$ cat src/hw/rtl/top_k_weight_selector_macros.svh
// Assertion macros shared by the top-K weight selector RTL.
`ifndef TOP_K_WEIGHT_SELECTOR_MACROS_SVH
`define TOP_K_WEIGHT_SELECTOR_MACROS_SVH
`ifndef SYNTHESIS
// Same-cycle implication, checked on every rising edge outside reset.
`define TKWS_ASSERT_IMP(lbl, clk, rstn, ante, cons) \
  lbl: assert property (@(posedge clk) disable iff (!rstn) (ante) |-> (cons)) \
    else $error("top_k_weight_selector: same-cycle check failed");
// Next-cycle implication, checked on every rising edge outside reset.
`define TKWS_ASSERT_NXT(lbl, clk, rstn, ante, cons) \
  lbl: assert property (@(posedge clk) disable iff (!rstn) (ante) |=> (cons)) \
    else $error("top_k_weight_selector: next-cycle check failed");
`else
`define TKWS_ASSERT_IMP(lbl, clk, rstn, ante, cons)
`define TKWS_ASSERT_NXT(lbl, clk, rstn, ante, cons)
`endif
`endif

$ cat src/hw/rtl/tkws_pkg.sv
// Package: widths, defaults and controller/datapath interface types.
`timescale 1ns / 1ps
package tkws_pkg;

  localparam int unsigned WEIGHT_W      = 48;
  localparam int unsigned TAG_W         = 16;
  localparam int unsigned RANK_W        = 6;
  localparam int unsigned TOP_COUNT_DEF = 5;

  // Commands from the controller to the datapath
  typedef struct packed {
    logic insert;  // place the incoming candidate into the sorted cells
    logic shift;   // pop cell 0, move every cell up by one
  } cmd_t;

  // Status from the datapath to the controller
  typedef struct packed {
    logic last_entry;  // cell 0 holds the final kept entry
  } stat_t;

endpackage

$ cat src/hw/rtl/tkws_datapath.sv
// Datapath: row of compare-and-insert cells holding the sorted top-K entries.
`timescale 1ns / 1ps
`include "top_k_weight_selector_macros.svh"
module tkws_datapath #(
  parameter int unsigned TOP_COUNT = tkws_pkg::TOP_COUNT_DEF
) (
  input  logic                          clk_i,
  input  logic                          rst_ni,
  input  tkws_pkg::cmd_t                cmd_i,
  input  logic [tkws_pkg::WEIGHT_W-1:0] weight_i,
  input  logic [tkws_pkg::TAG_W-1:0]    tag_i,
  output tkws_pkg::stat_t               stat_o,
  output logic [tkws_pkg::WEIGHT_W-1:0] out_weight_o,
  output logic [tkws_pkg::TAG_W-1:0]    out_tag_o
);

  localparam logic [TOP_COUNT-1:0] VldOne = TOP_COUNT'(1);

  logic [TOP_COUNT-1:0] valid_q, valid_d, ins, vld_inc, sort_ok;
  logic [TOP_COUNT:0]   ins_ext, vld_ext;

  logic [tkws_pkg::WEIGHT_W-1:0] kw_q [TOP_COUNT];
  logic [tkws_pkg::WEIGHT_W-1:0] kw_d [TOP_COUNT];
  logic [tkws_pkg::WEIGHT_W-1:0] prev_w [TOP_COUNT];
  logic [tkws_pkg::WEIGHT_W-1:0] next_w [TOP_COUNT];
  logic [tkws_pkg::TAG_W-1:0]    kt_q [TOP_COUNT];
  logic [tkws_pkg::TAG_W-1:0]    kt_d [TOP_COUNT];
  logic [tkws_pkg::TAG_W-1:0]    prev_t [TOP_COUNT];
  logic [tkws_pkg::TAG_W-1:0]    next_t [TOP_COUNT];
  logic [TOP_COUNT-1:0]          prev_v;

  // ins_ext[i] = cell i-1 takes the new item or shifts, so cell i shifts down
  assign ins_ext = {ins, 1'b0};
  assign vld_ext = {1'b0, valid_q};

  for (genvar i = 0; i < TOP_COUNT; i++) begin : g_cell
    // strictly greater moves ahead; equal weights keep arrival order
    assign ins[i] = !valid_q[i] || (weight_i > kw_q[i]);

    if (i == 0) begin : g_head
      assign prev_w[i] = weight_i;
      assign prev_t[i] = tag_i;
      assign prev_v[i] = 1'b0;
    end else begin : g_body
      assign prev_w[i] = kw_q[i-1];
      assign prev_t[i] = kt_q[i-1];
      assign prev_v[i] = valid_q[i-1];
    end

    if (i == TOP_COUNT - 1) begin : g_tail
      assign next_w[i]  = kw_q[i];
      assign next_t[i]  = kt_q[i];
      assign sort_ok[i] = 1'b1;
    end else begin : g_mid
      assign next_w[i]  = kw_q[i+1];
      assign next_t[i]  = kt_q[i+1];
      assign sort_ok[i] = !valid_q[i+1] || (kw_q[i] >= kw_q[i+1]);
    end

    always_comb begin
      kw_d[i]    = kw_q[i];
      kt_d[i]    = kt_q[i];
      valid_d[i] = valid_q[i];
      if (cmd_i.insert) begin
        if (ins_ext[i]) begin
          kw_d[i]    = prev_w[i];
          kt_d[i]    = prev_t[i];
          valid_d[i] = prev_v[i];
        end else if (ins[i]) begin
          kw_d[i]    = weight_i;
          kt_d[i]    = tag_i;
          valid_d[i] = 1'b1;
        end
      end else if (cmd_i.shift) begin
        kw_d[i]    = next_w[i];
        kt_d[i]    = next_t[i];
        valid_d[i] = vld_ext[i+1];
      end
    end

    always_ff @(posedge clk_i) begin
      kw_q[i] <= kw_d[i];
      kt_q[i] <= kt_d[i];
    end
  end

  always_ff @(posedge clk_i or negedge rst_ni) begin
    if (!rst_ni) begin
      valid_q <= '0;
    end else begin
      valid_q <= valid_d;
    end
  end

  assign stat_o.last_entry = !vld_ext[1];
  assign out_weight_o      = kw_q[0];
  assign out_tag_o         = kt_q[0];

  // valid cells always form a run from cell 0
  assign vld_inc = valid_q + VldOne;

  `TKWS_ASSERT_IMP(a_shift_has_entry, clk_i, rst_ni, cmd_i.shift, valid_q[0])
  `TKWS_ASSERT_IMP(a_valid_packed, clk_i, rst_ni, 1'b1, $onehot0(vld_inc))
  `TKWS_ASSERT_IMP(a_cells_sorted, clk_i, rst_ni, 1'b1, &sort_ok)

endmodule

$ cat src/hw/rtl/tkws_ctrl.sv
// Controller: accepts candidates and sequences the ranked readout.
`timescale 1ns / 1ps
`include "top_k_weight_selector_macros.svh"
module tkws_ctrl (
  input  logic                        clk_i,
  input  logic                        rst_ni,
  input  logic                        start_i,
  input  logic                        final_item_i,
  input  tkws_pkg::stat_t             stat_i,
  output tkws_pkg::cmd_t              cmd_o,
  output logic                        busy_o,
  output logic                        result_valid_o,
  output logic [tkws_pkg::RANK_W-1:0] rank_o
);

  localparam logic [tkws_pkg::RANK_W-1:0] RankOne = tkws_pkg::RANK_W'(1);

  typedef enum logic {
    StIdle,
    StEmit
  } state_e;

  state_e                      state_q;
  logic [tkws_pkg::RANK_W-1:0] rank_q;

  assign cmd_o.insert   = (state_q == StIdle) && start_i;
  assign cmd_o.shift    = (state_q == StEmit);
  assign busy_o         = (state_q == StEmit);
  assign result_valid_o = (state_q == StEmit);
  assign rank_o         = rank_q;

  always_ff @(posedge clk_i or negedge rst_ni) begin
    if (!rst_ni) begin
      state_q <= StIdle;
      rank_q  <= '0;
    end else begin
      unique case (state_q)
        StIdle: begin
          if (start_i && final_item_i) begin
            state_q <= StEmit;
            rank_q  <= '0;
          end
        end
        StEmit: begin
          rank_q <= rank_q + RankOne;
          if (stat_i.last_entry) begin
            state_q <= StIdle;
          end
        end
        default: begin
          state_q <= StIdle;
        end
      endcase
    end
  end

  `TKWS_ASSERT_NXT(a_final_starts_emit, clk_i, rst_ni, cmd_o.insert && final_item_i, busy_o)
  `TKWS_ASSERT_NXT(a_emit_holds, clk_i, rst_ni, busy_o && !stat_i.last_entry, busy_o)
  `TKWS_ASSERT_IMP(a_no_insert_busy, clk_i, rst_ni, busy_o, !cmd_o.insert)

endmodule

$ cat src/hw/rtl/top_k_weight_selector.sv
// Top level: stable top-K selection of (weight, tag) candidates.
//
//  channel | handshake                | payload
//  --------+--------------------------+---------------------------------------------
//  in      | start_i, busy_o          | weight_i, tag_i, final_item_i
//  out     | result_valid_o (strobe)  | out_weight_o, out_tag_o, rank_o, last_result_o
//
// An input transaction completes on a rising edge with start_i high and busy_o low.
// A non-final candidate is inserted into the sorted cells on that same edge, so
// candidates may stream at one per cycle while busy_o is low. A final candidate is inserted the same way,
// then busy_o stays high while the N kept entries (1..TOP_COUNT) are popped from cell 0,
// one result transaction per cycle. Results cannot be stalled. Reset empties the store
// (valid bits only).
`timescale 1ns / 1ps
module top_k_weight_selector #(
  parameter int unsigned TOP_COUNT = tkws_pkg::TOP_COUNT_DEF  // kept entries, 1..64
) (
  input  logic                          clk_i,
  input  logic                          rst_ni,
  // candidate transactions
  input  logic                          start_i,
  output logic                          busy_o,
  input  logic [tkws_pkg::WEIGHT_W-1:0] weight_i,
  input  logic [tkws_pkg::TAG_W-1:0]    tag_i,
  input  logic                          final_item_i,
  // ranked result transactions
  output logic                          result_valid_o,
  output logic [tkws_pkg::WEIGHT_W-1:0] out_weight_o,
  output logic [tkws_pkg::TAG_W-1:0]    out_tag_o,
  output logic [tkws_pkg::RANK_W-1:0]   rank_o,
  output logic                          last_result_o
);

  tkws_pkg::cmd_t  cmd;
  tkws_pkg::stat_t stat;

  // Sequencer: idle/accept vs. readout, owns the rank counter
  tkws_ctrl u_ctrl (
    .clk_i          (clk_i),
    .rst_ni         (rst_ni),
    .start_i        (start_i),
    .final_item_i   (final_item_i),
    .stat_i         (stat),
    .cmd_o          (cmd),
    .busy_o         (busy_o),
    .result_valid_o (result_valid_o),
    .rank_o         (rank_o)
  );

  // Sorted cell row: parallel compares place each candidate on the edge that accepts it,
  // and the readout pops the heaviest entry from cell 0.
  tkws_datapath #(
    .TOP_COUNT (TOP_COUNT)
  ) u_datapath (
    .clk_i        (clk_i),
    .rst_ni       (rst_ni),
    .cmd_i        (cmd),
    .weight_i     (weight_i),
    .tag_i        (tag_i),
    .stat_o       (stat),
    .out_weight_o (out_weight_o),
    .out_tag_o    (out_tag_o)
  );

  // cell 1 empty while popping cell 0 means this is the final result of the set
  assign last_result_o = stat.last_entry;

endmodule
$ cat config.mk
export PLATFORM = sky130hd
export DESIGN_NAME = top_k_weight_selector
export DESIGN_NICKNAME = d
export VERILOG_FILES = /design/src/hw/rtl/tkws_pkg.sv /design/src/hw/rtl/tkws_datapath.sv /design/src/hw/rtl/tkws_ctrl.sv /design/src/hw/rtl/top_k_weight_selector.sv
export VERILOG_INCLUDE_DIRS = /design/src /design/src/hw/rtl
export SDC_FILE = /design/constraint.sdc
export NUM_CORES = 1
export LEC_CHECK = 0
export ABC_AREA = 1
export BUFFER_PORTS_ARGS = -buffer_cell sky130_fd_sc_hd__buf_2
export CAP_MARGIN = 20
export CORE_ASPECT_RATIO = 0.5
export CORE_MARGIN = 5
export CORE_UTILIZATION = 29
export DETAILED_ROUTE_END_ITERATION = 10
export PLACE_DENSITY = 0.45
export SYNTH_ARGS = -nofsm -noshare
export SYNTH_HDL_FRONTEND = slang
export SYNTH_SLANG_ARGS = --single-unit
$ cat constraint.sdc
create_clock -name clk_i -period 5.4 [get_ports clk_i]
set_input_delay 0.54 -clock clk_i [delete_from_list [all_inputs] [get_ports clk_i]]
set_output_delay 0.54 -clock clk_i [all_outputs]
set_load 0.05 [all_outputs]
==> impl_metrics.env <==
export IMPL_grt_overflow_total=0
export IMPL_cap_violations=0
export IMPL_dp_cells=3946
export IMPL_routedWlPerCell_um=17.46
export IMPL_syn_num_nets=3226
export IMPL_p_sw_frac=0.4604
export IMPL_cts_htree_levels=2
export IMPL_grt_antenna_before_repair=1
export IMPL_power_leakage_nw=12.56
export IMPL_crit_fanout=48
export IMPL_track_usage=0.1612
export IMPL_whs_ps=302.9
export IMPL_cts_root_buf="clkbuf_16"
export IMPL_ys_warn_count=0
export IMPL_numCtsBuffers=39
export IMPL_rsz0062_at_grt="false"
export IMPL_whs_endpoint="u_datapath.kt_q[0][15]$_DFFE_PP_"
export IMPL_slew_headroom=0.3082
export IMPL_path_class="reg -> reg"
export IMPL_setup_violations=0
export IMPL_r2r_start="u_datapath.kw_q[0][47]$_DFFE_PP_"
export IMPL_clock_sinks=332
export IMPL_worst_ep_required_time_ps=5710
export IMPL_synth_cell_type_count=32
export IMPL_endpoint_kind="flop"
export IMPL_insertion_delay_ps=580
export IMPL_cts_tree="done"
export IMPL_post_route_period_util=0.6926
export IMPL_p_int_mw=8.564
export IMPL_via_count=18820
export IMPL_ant_nets=0
export IMPL_cts_clk_slew_worst_paths_ps=60
export IMPL_async_reset_ff_frac=0.03614
export IMPL_dpl_worst_slack_ps=1157
export IMPL_final_nets=3247
export IMPL_layout_commonest_cell="nand2_1"
export IMPL_synthCells=2917
export IMPL_gp_congestion=0.7812
export IMPL_routed_wl_um=70140
export IMPL_drc=0
export IMPL_ys_seq_elements=332
export IMPL_power_frac_clock=0.180
export IMPL_fp_coreArea_mm2=0.07901
export IMPL_fin_crit_ps=3740
export IMPL_seqPwrFrac=0.340
export IMPL_worst_pin_slew_ps=1038
export IMPL_viasPerCell=4.686
export IMPL_die_width_um=408.3
export IMPL_final_cell_count_no_fill=4016
export IMPL_holdPathStages=3
export IMPL_status="complete, no violations"
export IMPL_io_pins=141
export IMPL_synthFlopType="edfxtp_1"
export IMPL_crit_arrival_ps=4050
export IMPL_first_pass_iters=5
export IMPL_port_buffers=140
export IMPL_drv_slew=0
export IMPL_power_net_switching_mw=7.307
export IMPL_num_fill_cells=8414
export IMPL_start_util=0.2912
export IMPL_tns_ps=0
export IMPL_die_area_mm2=0.08540
export IMPL_ir_drop_uv=312.1
export IMPL_yosysSeqAreaShare=0.4308
export IMPL_synth_avg_cell_area_um2=7.886
export IMPL_powerDensity_mw_per_mm2=619.8
export IMPL_syn_to_final_growth_pct=11.32
export IMPL_p_total_mw=15.87
export IMPL_p_comb_frac=0.480
export IMPL_syn_area_mm2=0.02300
export IMPL_rows=73
export IMPL_hp_class="in -> reg"
export IMPL_reg2reg_slack_ps=1660
export IMPL_grt_pass1_vias=18560
export IMPL_synth_edf_count=320
export IMPL_start_kind="flop"
export IMPL_n_antenna_cell=0
export IMPL_cts_buffer_depth=3
export IMPL_layout_common_cells="nand2_1, inv_1, edfxtp_1"
export IMPL_grt_max_degree=147
export IMPL_hpwl_um=45820
export IMPL_setup_ws_ps=1660
export IMPL_first_iter_violations=1173
export IMPL_grt_pass1_wl_um=109000
export IMPL_hold_viol=0
export IMPL_reg2reg_depth=14
export IMPL_die_h_um=209.2
export IMPL_clock_fmax_ghz=0.2674
export IMPL_drive_gt1_frac=0.08024
export IMPL_r2r_end="u_datapath.kt_q[0][25]$_DFFE_PP_"
export IMPL_ctsResizeCount=0
export IMPL_clock_skew_ps=29.17
export IMPL_min_delay_start="tag_i[15]"
-- power groups by stage --
| stage | logic (mW) | registers [mW] | clock network, mW |
|---|---|---|---|
| after global placement | 7.64 | 5.44 | 0 |
| after floorplan | 5.80 | 5.26 | 0 |
| final | 7.62 | 5.39 | 2.86 |
| after CTS | 7.73 | 5.41 | 2.94 |
| after detailed placement | 7.70 | 5.43 | 0 |
| after global routing | 8.70 | 5.55 | 3.05 |
-- routing by layer --
metal | share of wire | global-route usage
met1 | 0.48 | 0.2234
met5 | 0 | 0
met3 | 0.041 | 0.02384
met2 | 0.46 | 0.2677
met4 | 0.018 | 0.03525
-- state kept, by name, indices dropped and copies added (netlist names) --
signal,cells
u_ctrl.busy_o,1
u_ctrl.rank_o,6
u_datapath.kt_q,80
u_datapath.kw_q,240
u_datapath.valid_q,5
-- synthesized netlist by cell type (14+ instances only) --
cell type | instances | area (um2)
o21ai_0 | 287 | 1436
nand4_1 | 16 | 100.1
o21ai_1 | 23 | 115.1
nor2_1 | 70 | 262.8
ha_1 | 241 | 3015
buf_4 | 79 | 593.1
clkbuf_1 | 80 | 300.3
nand3_1 | 151 | 755.7
edfxtp_1 | 320 | 9609
a21oi_1 | 113 | 565.5
buf_2 | 14 | 70.07
nand2_1 | 1059 | 3975
inv_1 | 390 | 1464
-- cell type report --
type	instances	area (um2)	area share
timing repair buffer	163	963.4	0.03762
clock inverter	23	257.7	0.01007
sequential	332	9911	0.3870
clock buffer	46	1045	0.04080
multi-input combinational	2010	10640	0.4154
tap	1050	1314	0.05130
inverter	392	1480	0.05780
-- kinds of logic after synthesis --
family          count (synthesis)  synth area share
xor+xnor                        1         0.0003808
simple gates                 1316            0.2265
compound gates                452            0.1020
fa+ha+maj                     241            0.1311
buf+inv                       575            0.1093
flops                         332            0.4308
-- worst max path at each step --
| stage | slack [ps] | start | cells past startpoint | endpoint |
|---|---|---|---|---|
| after CTS | 1440 | u_datapath.kw_q[0][26]$_DFFE_PP_ | 12 | u_datapath.kt_q[0][25]$_DFFE_PP_ |
| after floorplan | 100 | u_ctrl.busy_o$_DFF_PN0_ | 6 | u_datapath.kt_q[0][64]$_DFFE_PP_ |
| after detailed placement | 1160 | weight_i[27] | 12 | u_datapath.kt_q[0][25]$_DFFE_PP_ |
| after global placement | 1150 | weight_i[27] | 12 | u_datapath.kw_q[0][61]$_DFFE_PP_ |
| final | 1660 | u_datapath.kw_q[0][47]$_DFFE_PP_ | 14 | u_datapath.kt_q[0][25]$_DFFE_PP_ |
| after global routing | 1410 | u_datapath.kw_q[0][47]$_DFFE_PP_ | 14 | u_datapath.kt_q[0][27]$_DFFE_PP_ |
-- through the flow --
| step | utilization | area, um2 |
|---|---|---|
| 3_3_place_gp | 0.3075 | 24290 |
| 5_1_grt | 0.3241 | 25610 |
| 2_1_floorplan | - | 23000 |
| 4_1_cts | 0.3241 | 25610 |
| 3_5_place_dp | 0.3075 | 24290 |
| 6_report | 0.3241 | 25610 |
-- critical path: stages, from the launching register on --
cell      delay, ps
edfxtp_1        450
inv_1           140
ha_1            320
nand2_1          70
nor2_1          200
nand2_1         160
nor2_2          190
inv_1            90
nor2_2          220
nand4_1         300
a21oi_4         690
buf_12          400
nand2_1         100
nand2_1          80
nand2_1          50
-- what timing repair did --
action / CTS / global route
hold buffers: 1 / 0
hold endpoints to repair: 12 / 0
setup buffers: 0 / 0
No activity file was read; power rests on OpenSTA's default activity.
